===== src/rtl/stfc_pkg.sv =====
// Shared constants, types and codes of the spike train filter convolution block.
package stfc_pkg;

  // Table geometry
  localparam int unsigned MAX_TAPS    = 64;
  localparam int unsigned MAX_COLUMNS = 4;
  localparam int unsigned TAP_W       = $clog2(MAX_TAPS);
  localparam int unsigned COL_W       = $clog2(MAX_COLUMNS);
  localparam int unsigned TBL_DEPTH   = MAX_TAPS * MAX_COLUMNS;
  localparam int unsigned TBL_AW      = TAP_W + COL_W;

  // Field and register widths
  localparam int unsigned TAP_CNT_W = 7;
  localparam int unsigned COL_CNT_W = 3;
  localparam int unsigned COUNT_W   = 4;
  localparam int unsigned COEF_W    = 24;
  localparam int unsigned CUR_W     = 34;
  localparam int unsigned PROD_W    = COUNT_W + 1 + COEF_W;

  // Register reset values
  localparam logic [TAP_CNT_W-1:0] TAP_COUNT_RST    = TAP_CNT_W'(64);
  localparam logic [COL_CNT_W-1:0] COLUMN_COUNT_RST = COL_CNT_W'(1);

  // Configuration port
  localparam int unsigned PADDR_W     = 3;
  localparam int unsigned PDATA_W     = 32;
  localparam int unsigned REG_SEL_BIT = 2;

  typedef enum logic {
    REG_TAP_COUNT    = 1'b0,
    REG_COLUMN_COUNT = 1'b1
  } reg_idx_e;

  // Queues between the stages
  localparam int unsigned QUEUE_DEPTH = 2;
  localparam int unsigned Q_PTR_W     = $clog2(QUEUE_DEPTH);
  localparam int unsigned Q_CNT_W     = $clog2(QUEUE_DEPTH + 1);

  typedef enum logic {
    CMD_LOAD = 1'b0,
    CMD_BIN  = 1'b1
  } cmd_kind_e;

  typedef struct packed {
    cmd_kind_e                  kind;
    logic [COUNT_W-1:0]         spike_count;
    logic [TAP_W-1:0]           tap;
    logic [COL_W-1:0]           column;
    logic signed [COEF_W-1:0]   value;
  } cmd_t;

  typedef struct packed {
    logic [COL_W-1:0]          column;
    logic signed [CUR_W-1:0]   current;
    logic                      last;
  } res_t;

  // Effective (saturated) configuration seen by the datapath
  typedef struct packed {
    logic [TAP_CNT_W-1:0] taps;
    logic [COL_CNT_W-1:0] cols;
  } cfg_t;

  typedef enum logic [1:0] {
    ST_IDLE,
    ST_WAIT,
    ST_RUN,
    ST_DRAIN
  } back_state_e;

endpackage


===== src/rtl/stfc_outq.sv =====
// Result queue: hold finished results until the consumer pops them.
module stfc_outq (
  input  logic            clk_i,
  input  logic            rst_ni,
  input  logic            push_i,
  input  stfc_pkg::res_t  res_i,
  output logic            full_o,
  output logic            empty_o,
  input  logic            pop_i,
  output stfc_pkg::res_t  res_o
);
  import stfc_pkg::*;

  res_t               mem_q [QUEUE_DEPTH];
  logic [Q_PTR_W-1:0] wr_q, wr_d, rd_q, rd_d;
  logic [Q_CNT_W-1:0] cnt_q, cnt_d;
  logic               do_push, do_pop;

  assign full_o  = (cnt_q == Q_CNT_W'(QUEUE_DEPTH));
  assign empty_o = (cnt_q == '0);
  assign res_o   = mem_q[rd_q];
  assign do_push = push_i && !full_o;
  assign do_pop  = pop_i && !empty_o;

  always_comb begin
    wr_d  = wr_q;
    rd_d  = rd_q;
    cnt_d = cnt_q;
    if (do_push) begin
      wr_d = (wr_q == Q_PTR_W'(QUEUE_DEPTH - 1)) ? '0 : wr_q + Q_PTR_W'(1);
    end
    if (do_pop) begin
      rd_d = (rd_q == Q_PTR_W'(QUEUE_DEPTH - 1)) ? '0 : rd_q + Q_PTR_W'(1);
    end
    case ({do_push, do_pop})
      2'b10:   cnt_d = cnt_q + Q_CNT_W'(1);
      2'b01:   cnt_d = cnt_q - Q_CNT_W'(1);
      default: cnt_d = cnt_q;
    endcase
  end

  always_ff @(posedge clk_i or negedge rst_ni) begin
    if (!rst_ni) begin
      wr_q  <= '0;
      rd_q  <= '0;
      cnt_q <= '0;
    end else begin
      wr_q  <= wr_d;
      rd_q  <= rd_d;
      cnt_q <= cnt_d;
    end
  end

  always_ff @(posedge clk_i) begin
    if (do_push) begin
      mem_q[wr_q] <= res_i;
    end
  end

  a_push_shows: assert property (@(posedge clk_i) disable iff (!rst_ni)
    do_push |=> !empty_o)
    else $error("pushed result not visible at the queue head");

endmodule


===== config.mk =====
export PLATFORM = sky130hd
export DESIGN_NAME = stfc_outq
export DESIGN_NICKNAME = d
export VERILOG_FILES = /design/src/rtl/stfc_pkg.sv /design/src/rtl/stfc_outq.sv
export SDC_FILE = /design/constraint.sdc
export NUM_CORES = 1
export LEC_CHECK = 0
export BUFFER_PORTS_ARGS = -buffer_cell sky130_fd_sc_hd__buf_2
export CORE_UTILIZATION = 51
export DETAILED_ROUTE_END_ITERATION = 12
export HOLD_SLACK_MARGIN = 0.06
export PLACE_DENSITY = 0.78
export RECOVER_POWER = 25
export SLEW_MARGIN = 5
export SYNTH_ARGS = -nofsm -noshare
export SYNTH_HDL_FRONTEND = slang
export SYNTH_SLANG_ARGS = --single-unit

===== constraint.sdc =====
create_clock -name clk_i -period 3.7 [get_ports clk_i]
set_clock_uncertainty 0.05 [all_clocks]
set_input_delay 0.37 -clock clk_i [delete_from_list [all_inputs] [get_ports clk_i]]
set_output_delay 0.37 -clock clk_i [all_outputs]
set_load 0.02 [all_outputs]

==> flow_metrics.tcl, run 1 <==
set metrics [dict create \
    pwr_density_cell_nw_per_um2 788 \
    fmax_mhz 412 \
    cts.sinks 78 \
    synth_cells 133 \
    synth_fp_nets 175 \
    numCtsBuffers 9 \
    intPower_mw 1.89 \
    seqPwrFrac 0.489 \
    h-tree-depth 3 \
    antenna_found_initial 0 \
    die_x_um 78.0 \
    synth_seq_cells 78 \
    p_clk_frac 0.173 \
    crit_start "rd_q" \
    antennaDiodeCount 0 \
    combPwrFrac 0.338 \
    pin_count 80 \
    yosys-top-cells-area "edfxtp_1, mux2_4, mux2_2, dfrtp_1, buf_6" \
    grt_use_met3 0.0372 \
    worstPathCellList "mux2_2, buf_2" \
    drtAntennaViolNets 0 \
    rsz0062_at_grt "false" \
    initial_core_util 0.532 \
    post-cts-setup-buffers 0 \
    die_area_um2 6090 \
    viasPerCell 4.88 \
    place_congestion 0.673 \
    vdd_drop_max_uv 532 \
    status "finished clean" \
    worst-endpoint-arrival_ps 2000 \
    num_vias 1440 \
    grt_max_degree 39 \
    hold_violations 0 \
    cp.required_ps 3280 \
    clock_latency_ps 320 \
    period_needed_ps 2420 \
    globalRouteTotalUtil 0.150 \
    route.detailed.drc 0 \
    ys_warn_count 0 \
    use_met2 0.259 \
    hp-start "res_i[12]" \
    core.rowCount 27 \
    met1_usage 0.178 \
    p_leak_nw 1.40 \
    drv_slew 0 \
    synth_area_um2 2950 \
    num-nets-final 262 \
    postSynthAreaPerCell_um2 22.2 \
    clk_pin_slew_worst_paths_ps 70 \
    drv_cap 0 \
    overflow 0 \
    firstDrtPassIters 4 \
    setup_viol 0 \
    synth_cell_type_count 15 \
    critPathMaxFanout 38 \
    worstMarginPinSlew_ps 1060 \
    synth_top_cells_by_count "edfxtp_1, mux2_4, mux2_2" \
    place_ws_ps 1610 \
    synth.most_common_cell "edfxtp_1" \
    die_h_um 78.0 \
    final.period_utilization 0.655 \
    grt_pass1_vias 1437 \
    ys.flop_type "edfxtp_1" \
    synth_area_leader_cell "edfxtp_1" \
    async_flop_share 0.0513 \
    cts_tree "built" \
    hpwl_um 2700 \
    area_growth_pct 20.7 \
    holdCritPathClass "in -> reg" \
    cts_root_buffer "clkbuf_8" \
    port_buffers 79 \
    clockBufferDepth 2 \
    synth_top_area_share 0.754 \
    drt-total-wl_um 4330 \
    fin_ws_ps 1280 \
    seq_area_frac_synth 0.787 \
    p_sw_frac 0.327 \
    drt_iter0_drc 78 \
    path_class "reg -> out" \
    reg2reg_from "cnt_q[0]" \
    p_switching_uw 918 \
    cp-end-kind "output port" \
    core_um2 5540 \
    grt.busiest_layer "met2" \
    worst_path_max_delay_cell "dfrtp_2" \
    slew_headroom 0.294 \
    wl_per_cell_um 14.7 \
    grt_pass1_wl_um 6710 \
    setup_tns_ps 0 \
    synth_edf_count 74 \
    drive_gt1_frac 0.578 \
    cp-start-kind "flop" \
    cp_slowest_stage_delay_ps 1050 \
]
[power by group through the flow]
stage          clock, mW  sequential [mW]  combinational, mW
6_report           0.486             1.37              0.948
5_1_grt            0.531             1.40               1.01
4_1_cts            0.499             1.38              0.966
3_5_place_dp           0             1.39              0.959
3_3_place_gp           0             1.38              0.954
2_1_floorplan          0             1.28              0.807
[path summary, 6_finish.rpt]
kind	to	slack, ps	cells past startpoint
setup / recovery	res_o[14]	1280	2
hold / removal	mem_q[0][12]	180	1
setup reg to reg	mem_q[0][11]	1670	3
hold reg to reg	cnt_q[1]	450	1
max in group asynchronous	rd_q	3130	2
min in group asynchronous	cnt_q[0]	330	2
[cell type report]
class / instances / area, um^2
Multi-Input combinational cell: 50 / 593
Clock inverter: 4 / 16.3
Inverter: 1 / 3.75
Fill cell: 406 / 1980
Clock buffer: 10 / 128
Tap cell: 72 / 90.1
Sequential cell: 78 / 2320
Timing Repair Buffer: 80 / 404
[timing repair]
item,CTS,global route
hold buffers,1,0
gates resized for setup,0,0
hold endpoints to repair,4,0
setup endpoints to repair,0,0
[flip-flops by register name, summed over array words and instances, names as in the netlist]
register,flops
cnt_q,2
rd_q,1
wr_q,1
mem_q,74
[layer usage]
layer	share of wire	vias up
li1	-	683
met1	0.44	700
met2	0.51	51
met3	0.048	6
met4	0.0097	0
met5	0	-
[critical path: cells and delay by family, from the launching register on]
family / cells / cell delay, ps
muxes: 1 / 430
buffers and inverters: 1 / 160
DFF: 1 / 1050
[cells in the final DEF, fill, tap and decap left out, drive strengths merged]
cell / netlist / final
nor2: 3 / 3
nand2: 1 / 1
edfxtp: 74 / 74
and3: 1 / 1
mux2: 37 / 37
nand2b: 1 / 1
inv: 1 / 1
dfrtp: 4 / 4
clkinv: 0 / 4
buf: 4 / 78
ha: 1 / 1
xor2: 2 / 2
clkbuf: 0 / 11
nor2b: 1 / 1
xnor2: 3 / 3
dlygate4sd3: 0 / 1
[cell families after synthesis]
group | count (synthesis) | share of synthesized area
flip-flops | 78 | 0.787
AND/OR/NAND/NOR | 7 | 0.0123
adder cells (fa/ha/maj) | 1 | 0.00424
multiplexers | 37 | 0.167
XOR/XNOR | 5 | 0.0149
buffers and inverters | 5 | 0.0144
[through the flow]
stage | utilization | total power, mW | std cells | hold slack, ps | instance area, um^2
after global routing | 0.642 | 2.94 | 295 | 163 | 3560
final | 0.642 | 2.80 | 295 | 183 | 3560
after CTS | 0.643 | 2.84 | 295 | 168 | 3560
after global placement | 0.615 | 2.34 | 280 | 132 | 3410
after floorplan | - | 2.09 | 133 | 24.4 | 2950
after detailed placement | 0.615 | 2.35 | 280 | 135 | 3410
Note: power is estimated with default switching activity, not from simulation.
==> run 2, diff against run 1 <==
--- a/config.mk
+++ b/config.mk
@@ -5,11 +5,12 @@
 export SDC_FILE = /design/constraint.sdc
 export NUM_CORES = 1
 export LEC_CHECK = 0
+export ABC_AREA = 1
 export BUFFER_PORTS_ARGS = -buffer_cell sky130_fd_sc_hd__buf_2
-export CORE_UTILIZATION = 51
+export CORE_UTILIZATION = 46
 export DETAILED_ROUTE_END_ITERATION = 12
 export HOLD_SLACK_MARGIN = 0.06
-export PLACE_DENSITY = 0.78
+export PLACE_DENSITY = 0.74
 export RECOVER_POWER = 25
 export SLEW_MARGIN = 5
 export SYNTH_ARGS = -nofsm -noshare
==> constraint.sdc (replaced) <==
create_clock -name clk_i -period 2.12 [get_ports clk_i]
set_clock_uncertainty 0.05 [all_clocks]
set_input_delay 0.212 -clock clk_i [delete_from_list [all_inputs] [get_ports clk_i]]
set_output_delay 0.212 -clock clk_i [all_outputs]
set_load 0.02 [all_outputs]
==> run 2 against run 1 <==
Effect of this change: wire length increased by 28%; critical path type unchanged; largest power group unchanged; die area rose by 10%; design area grew 11%; combinational power rose by 110%; critical endpoint is now res_o[5].
==> flow_metrics.tcl, run 2 <==
set metrics [dict create \
    pin_count 80 \
    synth_top_cells_by_count "nand2_1, edfxtp_1, inv_1" \
    cp-start-kind "flop" \
    setup_viol 0 \
    p_leak_nw 1.71 \
    firstDrtPassIters 4 \
    synth.most_common_cell "nand2_1" \
    die_x_um 81.9 \
    async_flop_share 0.0513 \
    synth_fp_nets 268 \
    synth_top_area_share 0.756 \
    rsz0062_at_grt "false" \
    cp.required_ps 1860 \
    final_util 0.657 \
    drv_cap 0 \
    slew_headroom 0.551 \
    setup_tns_ps 0 \
    final.period_utilization 0.905 \
    grt_pass1_wl_um 8430 \
    antenna_found_initial 0 \
    cts_resized 0 \
    final_cell_mix "nand2_1, edfxtp_1, buf_2" \
    initial_core_util 0.488 \
    place_congestion 0.739 \
    ys_warn_count 0 \
    holdCritPathClass "in -> reg" \
    grt_pass1_vias 1834 \
    route.detailed.drc 0 \
    whs_path_depth 3 \
    worst-endpoint-arrival_ps 1660 \
    hp-start "pop_i" \
    num-nets-final 393 \
    core.rowCount 28 \
    drtAntennaViolNets 0 \
    clock_latency_ps 330 \
    r2r_cells 4 \
    synth_area_leader_cell "edfxtp_1" \
    drt-total-wl_um 5540 \
    h-tree-depth 3 \
    yosys-top-cells-area "edfxtp_1, nand2_1, dfrtp_1, buf_6, inv_1" \
    drv_slew 0 \
    clk_pin_slew_worst_paths_ps 70 \
    cts_tree "built" \
    clockBufferDepth 2 \
    rrSetupSlack_ps 480 \
    hold_violations 0 \
    fmax_mhz 521 \
    viasPerCell 4.57 \
    pwr_density_cell_nw_per_um2 1320 \
    hpwl_um 3260 \
    overflow 0 \
    globalRouteTotalUtil 0.183 \
    wl_per_cell_um 12.8 \
    antennaDiodeCount 0 \
    cts_root_buffer "clkbuf_8" \
    ys.flop_type "edfxtp_1" \
    die_area_um2 6710 \
    vdd_drop_max_uv 789 \
    cts.sinks 78 \
    synth_edf_count 74 \
    largest_reg_flops 74 \
    seq_area_frac_synth 0.790 \
    status "finished clean" \
    area_growth_pct 34.6 \
    reg_top3 "mem_q (74), cnt_q (2)" \
    core_um2 6030 \
    crit_start "rd_q" \
    drt_iter0_drc 101 \
    postSynthAreaPerCell_um2 13.0 \
    synth_area_um2 2940 \
    cts_hold_buf 38 \
    period_needed_ps 1920 \
    fillers 464 \
    stdcell_count 431 \
    placed_cells 377 \
    numCtsBuffers 9 \
    reg2reg_from "cnt_q[1]" \
    critPathMaxFanout 38 \
    synth_cell_type_count 14 \
    die_h_um 81.9 \
    worstMarginPinSlew_ps 672 \
    final_common_cell "nand2_1" \
    num_vias 1970 \
    path_class "reg -> out" \
    synth_cells 226 \
    drive_gt1_frac 0.230 \
    synth_seq_cells 78 \
    port_buffers 79 \
    grt_max_degree 39 \
    top_register "mem_q" \
    cp-end-kind "output port" \
    post-cts-setup-buffers 0 \
]
## run 2: cell types whose count changed after synthesis, sizes merged, moves of 2 or more
cell | previous run | this run
nand3 | 0 | 3
xor2 | 2 | 0
inv | 1 | 10
xnor2 | 3 | 1
mux2 | 37 | 0
nand2 | 1 | 121
buf | 4 | 8
## run 2: metal layers
metal	vias to the layer above	part of all wire	track usage
li1	1001	-	-
met1	890	0.40	0.201
met2	67	0.53	0.328
met3	12	0.048	0.0544
met4	0	0.019	0.0754
met5	-	0	0
## run 2: cell type report
type	instances	area (um^2)	share of cell area
repair buffers	122	805	0.203
flip-flops and latches	78	2320	0.587
clock inverters	5	50.0	0.0127
clock buffers	11	131	0.0332
inverters	10	37.5	0.00949
well taps	75	93.8	0.0237
multi-input cells	130	517	0.131
## run 2: worst paths after layout
check / end
max: res_o[5]
min: rd_q
max reg2reg: mem_q[1][24]
min reg2reg: cnt_q[1]
max in group asynchronous: wr_q
min in group asynchronous: cnt_q[1]
## run 2: metrics by stage
stage	power, mW	setup WS (ps)	hold slack (ps)	area, um^2
floorplan	3.59	129	-134	2940
global placement	4.15	530	-28.4	3420
detailed placement	4.19	481	-26.6	3420
CTS	5.26	219	82.0	3980
global route	5.54	89.6	106	3960
finish	5.22	201	93.8	3960
## run 2: where the power goes
group          internal [mW]  switching, mW  total, mW
sequential              2.10         0.0956       2.20
combinational          0.610           1.39       2.00
clock                  0.535          0.489       1.02
total                   3.25           1.97       5.22
## run 2: kinds of logic (layout without fill, tap and decap cells)
group | count (synthesis) | in the layout | share of synthesized area
xor+xnor | 1 | 1 | 0.00298
fa+ha+maj | 1 | 1 | 0.00426
flops | 78 | 78 | 0.790
compound gates | 1 | 1 | 0.00170
buf+inv | 18 | 148 | 0.0366
simple gates | 127 | 127 | 0.164
## run 2: critical path, cell delays in order, from the launching register on
cell     delay [ps]
dfrtp_1         380
inv_2           500
nand2_1         140
nand2_1         120
buf_2           170
