**src/rtl/stfc_pkg.sv**
```systemverilog
// Shared constants, types and codes of the spike train filter convolution block.
package stfc_pkg;

  // Table geometry
  localparam int unsigned MAX_TAPS    = 64;
  localparam int unsigned MAX_COLUMNS = 4;
  localparam int unsigned TAP_W       = $clog2(MAX_TAPS);
  localparam int unsigned COL_W       = $clog2(MAX_COLUMNS);
  localparam int unsigned TBL_DEPTH   = MAX_TAPS * MAX_COLUMNS;
  localparam int unsigned TBL_AW      = TAP_W + COL_W;

  // Field and register widths
  localparam int unsigned TAP_CNT_W = 7;
  localparam int unsigned COL_CNT_W = 3;
  localparam int unsigned COUNT_W   = 4;
  localparam int unsigned COEF_W    = 24;
  localparam int unsigned CUR_W     = 34;
  localparam int unsigned PROD_W    = COUNT_W + 1 + COEF_W;

  // Register reset values
  localparam logic [TAP_CNT_W-1:0] TAP_COUNT_RST    = TAP_CNT_W'(64);
  localparam logic [COL_CNT_W-1:0] COLUMN_COUNT_RST = COL_CNT_W'(1);

  // Configuration port
  localparam int unsigned PADDR_W     = 3;
  localparam int unsigned PDATA_W     = 32;
  localparam int unsigned REG_SEL_BIT = 2;

  typedef enum logic {
    REG_TAP_COUNT    = 1'b0,
    REG_COLUMN_COUNT = 1'b1
  } reg_idx_e;

  // Queues between the stages
  localparam int unsigned QUEUE_DEPTH = 2;
  localparam int unsigned Q_PTR_W     = $clog2(QUEUE_DEPTH);
  localparam int unsigned Q_CNT_W     = $clog2(QUEUE_DEPTH + 1);

  typedef enum logic {
    CMD_LOAD = 1'b0,
    CMD_BIN  = 1'b1
  } cmd_kind_e;

  typedef struct packed {
    cmd_kind_e                  kind;
    logic [COUNT_W-1:0]         spike_count;
    logic [TAP_W-1:0]           tap;
    logic [COL_W-1:0]           column;
    logic signed [COEF_W-1:0]   value;
  } cmd_t;

  typedef struct packed {
    logic [COL_W-1:0]          column;
    logic signed [CUR_W-1:0]   current;
    logic                      last;
  } res_t;

  // Effective (saturated) configuration seen by the datapath
  typedef struct packed {
    logic [TAP_CNT_W-1:0] taps;
    logic [COL_CNT_W-1:0] cols;
  } cfg_t;

  typedef enum logic [1:0] {
    ST_IDLE,
    ST_WAIT,
    ST_RUN,
    ST_DRAIN
  } back_state_e;

endpackage

```
**src/rtl/stfc_front.sv**
```systemverilog
// Front end: accept input items, classify them and queue them for the back end.
module stfc_front (
  input  logic                                clk_i,
  input  logic                                rst_ni,
  input  logic                                push_i,
  output logic                                full_o,
  input  logic                                mode_i,
  input  logic [stfc_pkg::COUNT_W-1:0]        spike_count_i,
  input  logic [stfc_pkg::TAP_W-1:0]          coef_tap_i,
  input  logic [stfc_pkg::COL_W-1:0]          coef_column_i,
  input  logic signed [stfc_pkg::COEF_W-1:0]  coef_value_i,
  output logic                                cmd_valid_o,
  output stfc_pkg::cmd_t                      cmd_o,
  input  logic                                cmd_pop_i
);
  import stfc_pkg::*;

  cmd_t               mem_q [QUEUE_DEPTH];
  cmd_t               cmd_new;
  logic [Q_PTR_W-1:0] wr_q, wr_d, rd_q, rd_d;
  logic [Q_CNT_W-1:0] cnt_q, cnt_d;
  logic               accept;

  // Classify the incoming item
  always_comb begin
    cmd_new.kind        = mode_i ? CMD_BIN : CMD_LOAD;
    cmd_new.spike_count = spike_count_i;
    cmd_new.tap         = coef_tap_i;
    cmd_new.column      = coef_column_i;
    cmd_new.value       = coef_value_i;
  end

  assign full_o      = (cnt_q == Q_CNT_W'(QUEUE_DEPTH));
  assign cmd_valid_o = (cnt_q != '0);
  assign cmd_o       = mem_q[rd_q];
  assign accept      = push_i && !full_o;

  always_comb begin
    wr_d  = wr_q;
    rd_d  = rd_q;
    cnt_d = cnt_q;
    if (accept) begin
      wr_d = (wr_q == Q_PTR_W'(QUEUE_DEPTH - 1)) ? '0 : wr_q + Q_PTR_W'(1);
    end
    if (cmd_pop_i) begin
      rd_d = (rd_q == Q_PTR_W'(QUEUE_DEPTH - 1)) ? '0 : rd_q + Q_PTR_W'(1);
    end
    case ({accept, cmd_pop_i})
      2'b10:   cnt_d = cnt_q + Q_CNT_W'(1);
      2'b01:   cnt_d = cnt_q - Q_CNT_W'(1);
      default: cnt_d = cnt_q;
    endcase
  end

  always_ff @(posedge clk_i or negedge rst_ni) begin
    if (!rst_ni) begin
      wr_q  <= '0;
      rd_q  <= '0;
      cnt_q <= '0;
    end else begin
      wr_q  <= wr_d;
      rd_q  <= rd_d;
      cnt_q <= cnt_d;
    end
  end

  always_ff @(posedge clk_i) begin
    if (accept) begin
      mem_q[wr_q] <= cmd_new;
    end
  end

  a_pop_nonempty: assert property (@(posedge clk_i) disable iff (!rst_ni)
    cmd_pop_i |-> cmd_valid_o)
    else $error("command popped from an empty queue");

endmodule

```
**config.mk**
```make
export PLATFORM = sky130hd
export DESIGN_NAME = stfc_front
export DESIGN_NICKNAME = d
export VERILOG_FILES = /design/src/rtl/stfc_pkg.sv /design/src/rtl/stfc_front.sv
export SDC_FILE = /design/constraint.sdc
export NUM_CORES = 1
export LEC_CHECK = 0
export ABC_AREA = 0
export BUFFER_PORTS_ARGS = -buffer_cell sky130_fd_sc_hd__buf_2
export CORE_MARGIN = 2
export CORE_UTILIZATION = 46
export CTS_CLUSTER_SIZE = 8
export DETAILED_ROUTE_END_ITERATION = 6
export PLACE_DENSITY = 0.81
export SETUP_SLACK_MARGIN = 0.4
export SLEW_MARGIN = 30
export SYNTH_ARGS = -nofsm -noshare
export SYNTH_HDL_FRONTEND = slang
export SYNTH_SLANG_ARGS = --single-unit
```
**constraint.sdc**
```tcl
create_clock -name clk_i -period 2.7 [get_ports clk_i]
set_input_delay 0.135 -clock clk_i [delete_from_list [all_inputs] [get_ports clk_i]]
set_output_delay 0.135 -clock clk_i [all_outputs]
set_load 0.05 [all_outputs]
```
==> results of run 1 <==
==> cells by family after synthesis <==
| family | count (synthesis) |
|---|---|
| AND/OR/NAND/NOR | 6 |
| flip-flops | 78 |
| buffers and inverters | 5 |
| adder cells (fa/ha/maj) | 1 |
| multiplexers | 37 |
| XOR/XNOR | 5 |
==> state kept, by name, summed over array words and instances, names as in the netlist <==
signal and cells:
mem_q 74, cnt_q 2, rd_q 1, wr_q 1
==> through the flow <==
stage          hold slack [ns]  total power, uW  setup slack, ns
6_report                0.1382             4642           0.6497
5_1_grt                 0.1281             4836           0.5698
4_1_cts              0.0009414             4684           0.6217
3_5_place_dp          -0.05150             3827           0.9531
3_3_place_gp          -0.05559             3796            1.005
2_1_floorplan          -0.1606             3456           0.6888
==> worst reg2reg max path: stages, from the launching register on <==
cell and delay, ns:
sky130_fd_sc_hd__dfrtp_1 0.41, sky130_fd_sc_hd__nand2b_1 0.16, sky130_fd_sc_hd__and3_2 0.77
==> worst paths after layout <==
path	to	start	slack, ns	cells after the start
max	cmd_o[17]	rd_q	0.65	3
min in group clk_i	wr_q	push_i	0.17	3
min reg2reg	cnt_q[1]	cnt_q[1]	0.49	1
min	cnt_q[0]	rst_ni	0.14	2
max reg2reg	mem_q[1][32]	cnt_q[0]	0.99	2
max in group asynchronous	rd_q	rst_ni	2.42	2
==> area by class of cell <==
type	count	area [sq um]
Clock inverter	6	62.56
Fill cell	436	2268
Timing Repair Buffer	121	808.3
Sequential cell	78	2323
Clock buffer	10	127.6
Inverter	1	3.754
Multi-Input combinational cell	49	586.8
Tap cell	77	96.34
==> layer usage <==
metal  wire length, um  part of all wire (%)  vias up  track usage [%]
met5                 0                     0        -                0
met4                81                   1.6        0            8.798
met3               220                   4.4        8            3.363
met2              2612                    52       53            24.58
met1              2108                    42      772            18.37
li1                  -                     -      767                -
==> cells in the final DEF (no fill, tap or decap) <==
cell type                       netlist  layout
sky130_fd_sc_hd__edfxtp_1            74      74
sky130_fd_sc_hd__nor2_1               2       1
sky130_fd_sc_hd__bufinv_16            0       1
sky130_fd_sc_hd__or2_2                1       1
sky130_fd_sc_hd__clkbuf_1             0       1
sky130_fd_sc_hd__nor2_4               0       1
sky130_fd_sc_hd__nand2_1              1       1
sky130_fd_sc_hd__dfrtp_2              0       1
sky130_fd_sc_hd__dfrtp_1              4       3
sky130_fd_sc_hd__clkinv_1             0       1
sky130_fd_sc_hd__nand2b_1             1       1
sky130_fd_sc_hd__xor2_1               2       2
sky130_fd_sc_hd__dlygate4sd3_1        0      39
sky130_fd_sc_hd__mux2_4              20      20
sky130_fd_sc_hd__clkbuf_8             0       9
sky130_fd_sc_hd__mux2_2              17      17
sky130_fd_sc_hd__clkinv_4             0       1
sky130_fd_sc_hd__inv_1                1       1
sky130_fd_sc_hd__and3_2               0       1
sky130_fd_sc_hd__clkinv_2             0       1
sky130_fd_sc_hd__buf_2                1      79
sky130_fd_sc_hd__clkinvlp_4           0       2
sky130_fd_sc_hd__buf_4                0       3
sky130_fd_sc_hd__ha_1                 1       1
sky130_fd_sc_hd__xnor2_1              3       3
==> report_power, final <==
| part | total (uW) | switching, uW | leakage [uW] | internal, uW |
|---|---|---|---|---|
| combinational | 2030 | 1380 | 0.000768 | 649 |
| sequential | 1800 | 142 | 0.000733 | 1660 |
| clock | 814 | 390 | 0.0000899 | 424 |
| total | 4640 | 1910 | 0.00159 | 2730 |
==> metrics.log, run 1 <==
[metrics] die outline area: around 7100 sq um
[metrics] critical-path cell with the highest stage delay: sky130_fd_sc_hd__dfrtp_2
[metrics] CTS root buffer: sky130_fd_sc_hd__clkbuf_8
[metrics] placement row count: 29
[metrics] Worst Hold Class: in -> async
[metrics] clock latency on the worst-skew pair: approximately 0.33 ns
[metrics] run status: complete, no violations
[metrics] worst ir drop on vdd: 0.7512 mV
[metrics] clk buf depth: 2
[metrics] HPWL after detailed placement: around 3100 um
[metrics] post-CTS resize count: 0
[metrics] count of vias placed by the detailed router: 1600
[metrics] count of buffer and inverter cells on the critical path: 2
[metrics] count of cell types in the netlist: 15
[metrics] cells along the critical path: buf_4 > mux2_2 > buf_2
[metrics] share of cells above drive strength 1: between 50% and 60%
[metrics] buffers inserted by post-CTS timing repair: 0
[metrics] CP Data Required Time: 2.57 ns
[metrics] summed instance area of the synthesized netlist: between 2000 and 3000 sq um
[metrics] pin count of the biggest net entering global routing: 38
[metrics] global-route total usage across every layer: between 10% and 20%
[metrics] aggregate routed wire length: ~5000 um
[metrics] DR iter-0 viols: ~130
[metrics] Placed Instance Area: between 3000 and 4000 sq um
[metrics] Initial Utilization: 46.88%
[metrics] yosys synthesis warning count: 0
[metrics] register clock-pin slew on the reported worst setup and hold paths: 0.07 ns
[metrics] standby leakage power: approximately 0.0016 uW
[metrics] final setup violation count: 0
[metrics] post-synthesis sequential element count: about 80
[metrics] antenna violations before repair: 0
[metrics] CP endpoint kind: output port
[metrics] Core Footprint: 6277 sq um
[metrics] area of all placed cells without fillers: 4009 sq um
[metrics] kind of start point of the critical path: flip-flop
[metrics] async set-reset flop share out of synthesis: ~5%
[metrics] Congestion Overflow GR: 0
[metrics] post-synthesis net count: between 150 and 200
[metrics] maximum clock rate: around 490 MHz
[metrics] biggest area contributors in the synthesized netlist: sky130_fd_sc_hd__edfxtp_1 76%, sky130_fd_sc_hd__mux2_4 10%, sky130_fd_sc_hd__mux2_2 6.5%, sky130_fd_sc_hd__dfrtp_1 3.4%, sky130_fd_sc_hd__buf_6 1.1%
[metrics] fraction of the mapped netlist area in compound gates: 0%
[metrics] Maximum Capacitance Violations: 0
[metrics] hold violation total from the final report: 0
[metrics] Tightest Pin Transition: between 0.8 and 0.9 ns
[metrics] Synth area leader: sky130_fd_sc_hd__edfxtp_1
[metrics] cell count after synthesis: ~130
[metrics] via count of the first global-routing pass: approximately 1600
[metrics] Pre-antenna DRT Iters: 4
[metrics] antenna-violating nets left: 0
[metrics] average wire length per cell after detail routing: around 15 um
[metrics] pwr dens: 1158 nW/um^2
[metrics] final slew viol count: 0
[metrics] area growth from synthesis to final layout: 36.22%
[metrics] Min Clock Period, post-route: ~2.1 ns
[metrics] die boundary width: 83.99 um
[metrics] predominant post-synthesis flop cell: sky130_fd_sc_hd__edfxtp_1
[metrics] Simple-Gate Fraction of Synth Area: between 1 and 1.5%
[metrics] type of the worst setup path: reg -> out
[metrics] worst path arrival time: around 1.9 ns
[metrics] n_diodes: 0
[metrics] multiplexer share of the synthesized area: between 15 and 20%
[metrics] Post-Syn Area per Cell: 22.29 sq um
[metrics] unrepaired setup endpoints after global routing: false
[metrics] Die H: between 80 and 90 um
[metrics] end-of-flow core utilization: between 60 and 70%
[metrics] residual DRC count: 0
[metrics] main combinational cell family by area after synthesis: multiplexers
[metrics] skew final: a little under 0.006 ns
[metrics] cell class contributing the biggest share of worst-path delay: flip-flops
[metrics] clock sinks: between 70 and 80
[metrics] number of cells after detailed placement: between 200 and 300
[metrics] parity-gate share of the synthesized area counting xor and xnor cells: 1.488%
[metrics] top-level port count: 80
[metrics] CTS tree: built
[metrics] number of nets in the final layout: between 300 and 400
[metrics] number of levels the H-tree was split into: 3
[metrics] global-route wire length before repair: a little under 8000 um
[metrics] weighted congestion reported at the end of routability-driven placement: slightly below 0.7
[metrics] number of enable flip-flop cells after synthesis: 74
[metrics] ratio of routed vias to standard cells: around 4.7
[metrics] Crit path largest cell delay: 0.68 ns
[metrics] portion of the post-synthesis area used by sequential elements: approximately 80%
[metrics] Layout Cells excl Fill: ~340
[metrics] Total Negative Setup Slacks: 0 ns
[metrics] total clock buffers created by CTS: 9
[metrics] share of synthesized cell area in full adder, half adder and majority cells: less than 1%
[metrics] area share of the leading cell type in the synthesized netlist: about three quarters
[metrics] cell types with the highest counts after synthesis: 74 x sky130_fd_sc_hd__edfxtp_1, 20 x sky130_fd_sc_hd__mux2_4, 17 x sky130_fd_sc_hd__mux2_2
[metrics] hold buffers post-CTS: 38
[metrics] most frequent cell after synthesis: sky130_fd_sc_hd__edfxtp_1
[metrics] period utilisation layout: approximately three quarters
[metrics] number of port buffers: 79
[metrics] Max-slew headroom: a little over two fifths
[metrics] maximum fanout encountered on the critical timing path: 19
No activity file was read; power rests on OpenSTA's default activity.
==> run 2: changes to the inputs <==
- CORE_UTILIZATION: 46 -> 51
- PLACE_DENSITY: 0.81 -> 0.85
- clock period: 2.7 -> 2 ns (I/O delays scaled with it)
==> run 2 against run 1 <==
Effect of this change: clock power is 41% higher; sequential cell count stayed put; hold slack worse by 0.045 ns; final cell count stayed put; sequential power is 33% higher; critical path depth stayed put; combinational power is 57% higher; via count is 2.8% higher; non-clock buffer count is 5 higher; largest cell class unchanged.
==> metrics.log, run 2 (synthesis results as in run 1) <==
[metrics] run status: complete, no violations (unchanged)
[metrics] clock sinks: 78 (unchanged)
[metrics] ratio of routed vias to standard cells: 4.807 (was 4.678)
[metrics] register clock-pin slew on the reported worst setup and hold paths: 0.07 ns (about the same)
[metrics] weighted congestion reported at the end of routability-driven placement: 0.7073 (was 0.6883)
[metrics] largest registers: mem_q (74), cnt_q (2) (unchanged)
[metrics] Most flops, register: mem_q (unchanged)
[metrics] Congestion Overflow GR: 0 (unchanged)
[metrics] final setup violation count: 0 (unchanged)
[metrics] M1 GR Usage: 17.38% (was 18.37%)
[metrics] Core Footprint: 5540 sq um (was 6277 sq um)
[metrics] Min Clock Period, post-route: 1.677 ns
[metrics] max FFs per register: 74 (unchanged)
[metrics] average wire length per cell after detail routing: 15.54 um (was 14.69 um)
[metrics] CP endpoint kind: output port (unchanged)
[metrics] Maximum Capacitance Violations: 0 (unchanged)
[metrics] worst ir drop on vdd: 1.048 mV (was 0.7512 mV)
[metrics] unrepaired setup endpoints after global routing: true (was false)
[metrics] hold wc startpoint: push_i
[metrics] HPWL after detailed placement: 3243 um (was 3085 um)
[metrics] Most Used Layer, Global Route: met2 (unchanged)
[metrics] clk buf depth: 2 (unchanged)
[metrics] kind of start point of the critical path: flip-flop (unchanged)
[metrics] clock latency on the worst-skew pair: 0.34 ns (was 0.33 ns)
[metrics] global-route wire length before repair: 7783 um (was 7790 um)
[metrics] Initial Utilization: 53.12% (was 46.88%)
[metrics] via count of the first global-routing pass: 1699 (was 1618)
[metrics] commonest non-fill, non-tap cells in the layout: 74 x sky130_fd_sc_hd__edfxtp_1, 45 x sky130_fd_sc_hd__buf_2, 39 x sky130_fd_sc_hd__dlygate4sd3_1 (was 79 x sky130_fd_sc_hd__buf_2, 74 x sky130_fd_sc_hd__edfxtp_1, 39 x sky130_fd_sc_hd__dlygate4sd3_1)
[metrics] global-route total usage across every layer: 17.29% (was 15.04%)
[metrics] skew final: 0.008645 ns (was 0.005967 ns)
[metrics] DR iter-0 viols: 49 (was 131)
[metrics] pin count of the biggest net entering global routing: 28 (was 38)
[metrics] number of nets in the final layout: 307 (was 302)
[metrics] Tightest Pin Transition: 0.3619 ns (was 0.8574 ns)
[metrics] maximum clock rate: around 600 MHz
[metrics] GRT met2 Usage: 30.75% (was 24.58%)
[metrics] Die H: 79.96 um (was 83.99 um)
[metrics] die boundary width: 79.96 um (was 83.99 um)
[metrics] aggregate routed wire length: 5315 um (was 5023 um)
[metrics] antenna-violating nets left: 0 (unchanged)
[metrics] worst path arrival time: 1.58 ns (was 1.92 ns)
[metrics] hold violation total from the final report: 0 (unchanged)
[metrics] antenna violations before repair: 0 (unchanged)
[metrics] residual DRC count: 0 (unchanged)
[metrics] CP Data Required Time: 1.90 ns (was 2.57 ns)
[metrics] die outline area: 6394 sq um (was 7053 sq um)
[metrics] Max-slew headroom: 75.87% (was 42.84%)
[metrics] Worst Hold Class: in -> reg (was in -> async)
[metrics] M3 GR Usage: 5.204% (was 3.363%)
[metrics] maximum fanout encountered on the critical timing path: 13 (was 19)
[metrics] area growth from synthesis to final layout: 42.90% (was 36.22%)
[metrics] type of the worst setup path: reg -> out (unchanged)
[metrics] standby leakage power: 0.001679 uW (was 0.001591 uW)
[metrics] period utilisation layout: 83.86%
[metrics] setup ws final: 0.3227 ns (was 0.6497 ns)
[metrics] worst-case setup slack after placement: 0.4180 ns (was 0.9531 ns)
[metrics] CTS root buffer: sky130_fd_sc_hd__clkbuf_8 (unchanged)
[metrics] placement row count: 27 (was 29)
[metrics] Pre-antenna DRT Iters: 4 (unchanged)
[metrics] count of vias placed by the detailed router: 1644 (was 1600)
[metrics] most common library cell in the layout ignoring fill and taps: sky130_fd_sc_hd__edfxtp_1 (was sky130_fd_sc_hd__buf_2)
[metrics] pwr dens: 1604 nW/um^2 (was 1158 nW/um^2)
[metrics] worst reg2reg startpoint: cnt_q[0] (unchanged)
[metrics] number of fill cells: 310 (was 436)
[metrics] final slew viol count: 0 (unchanged)
[metrics] share of cells above drive strength 1: 53.70% (was 51.70%)
[metrics] CTS tree: built (unchanged)
[metrics] Worst Setup SP: rd_q (unchanged)
[metrics] Total Negative Setup Slacks: 0 ns (unchanged)
[metrics] n_diodes: 0 (unchanged)
[metrics] total clock buffers created by CTS: 9 (unchanged)
[metrics] top-level port count: 80 (unchanged)
[metrics] number of port buffers: 79 (unchanged)
[metrics] number of levels the H-tree was split into: 3 (unchanged)
## run 2: final cells by class
class	instances	area [sq um]	area share [%]
flip-flops and latches	78	2326	55.31
repair buffers	126	987.2	23.48
multi-input cells	49	596.8	14.19
clock buffers	11	141.4	3.362
well taps	72	90.09	2.142
clock inverters	5	60.06	1.428
inverters	1	3.754	0.08926
## run 2: path summary, 6_finish.rpt
check	end	slack [ns]	depth (start not counted)
worst max-delay path	cmd_o[7]	0.32	3
worst min-delay path	wr_q	0.09	3
worst max register to register	mem_q[1][11]	0.49	3
worst min register to register	cnt_q[0]	0.54	1
max in group asynchronous	rd_q	1.75	2
min in group asynchronous	cnt_q[1]	0.10	2
## run 2: what timing repair did
action,CTS,global route
setup buffers,2,1
hold buffers,39,0
resized for setup,43,3
setup endpoints to repair,37,34
gates cloned,0,0
endpoints found under the hold margin,79,0
## run 2: metal layers
layer	wire length, um	share of wire (%)	vias to the layer above
li1	-	-	779
met1	2041	38	792
met2	2830	53	58
met3	291	5.5	15
met4	151	2.8	0
met5	0	0	-
## run 2: power by group
part / internal [uW] / switching [uW] / total [uW]
combinational: 1220 / 1970 / 3190
clock: 613 / 538 / 1150
sequential: 2240 / 161 / 2400
total: 4080 / 2670 / 6750
## run 2: through the flow
step / cell area, sq um / total power (uW) / hold slack [ns] / cells / util, %
finish: 4205 / 6746 / 0.09356 / 342 / 75.90
floorplan: 2962 / 4689 / -0.1956 / 132 / -
global placement: 3460 / 5176 / -0.08895 / 284 / 62.44
CTS: 4185 / 6745 / 0.07060 / 341 / 75.54
global route: 4205 / 7014 / 0.07638 / 342 / 75.90
detailed placement: 3460 / 5223 / -0.08131 / 284 / 62.44
## run 2: critical path: stages, from the launching register on
cell and delay [ns]:
sky130_fd_sc_hd__dfrtp_4 0.55, sky130_fd_sc_hd__buf_12 0.18, sky130_fd_sc_hd__mux2_4 0.30, sky130_fd_sc_hd__buf_4 0.19
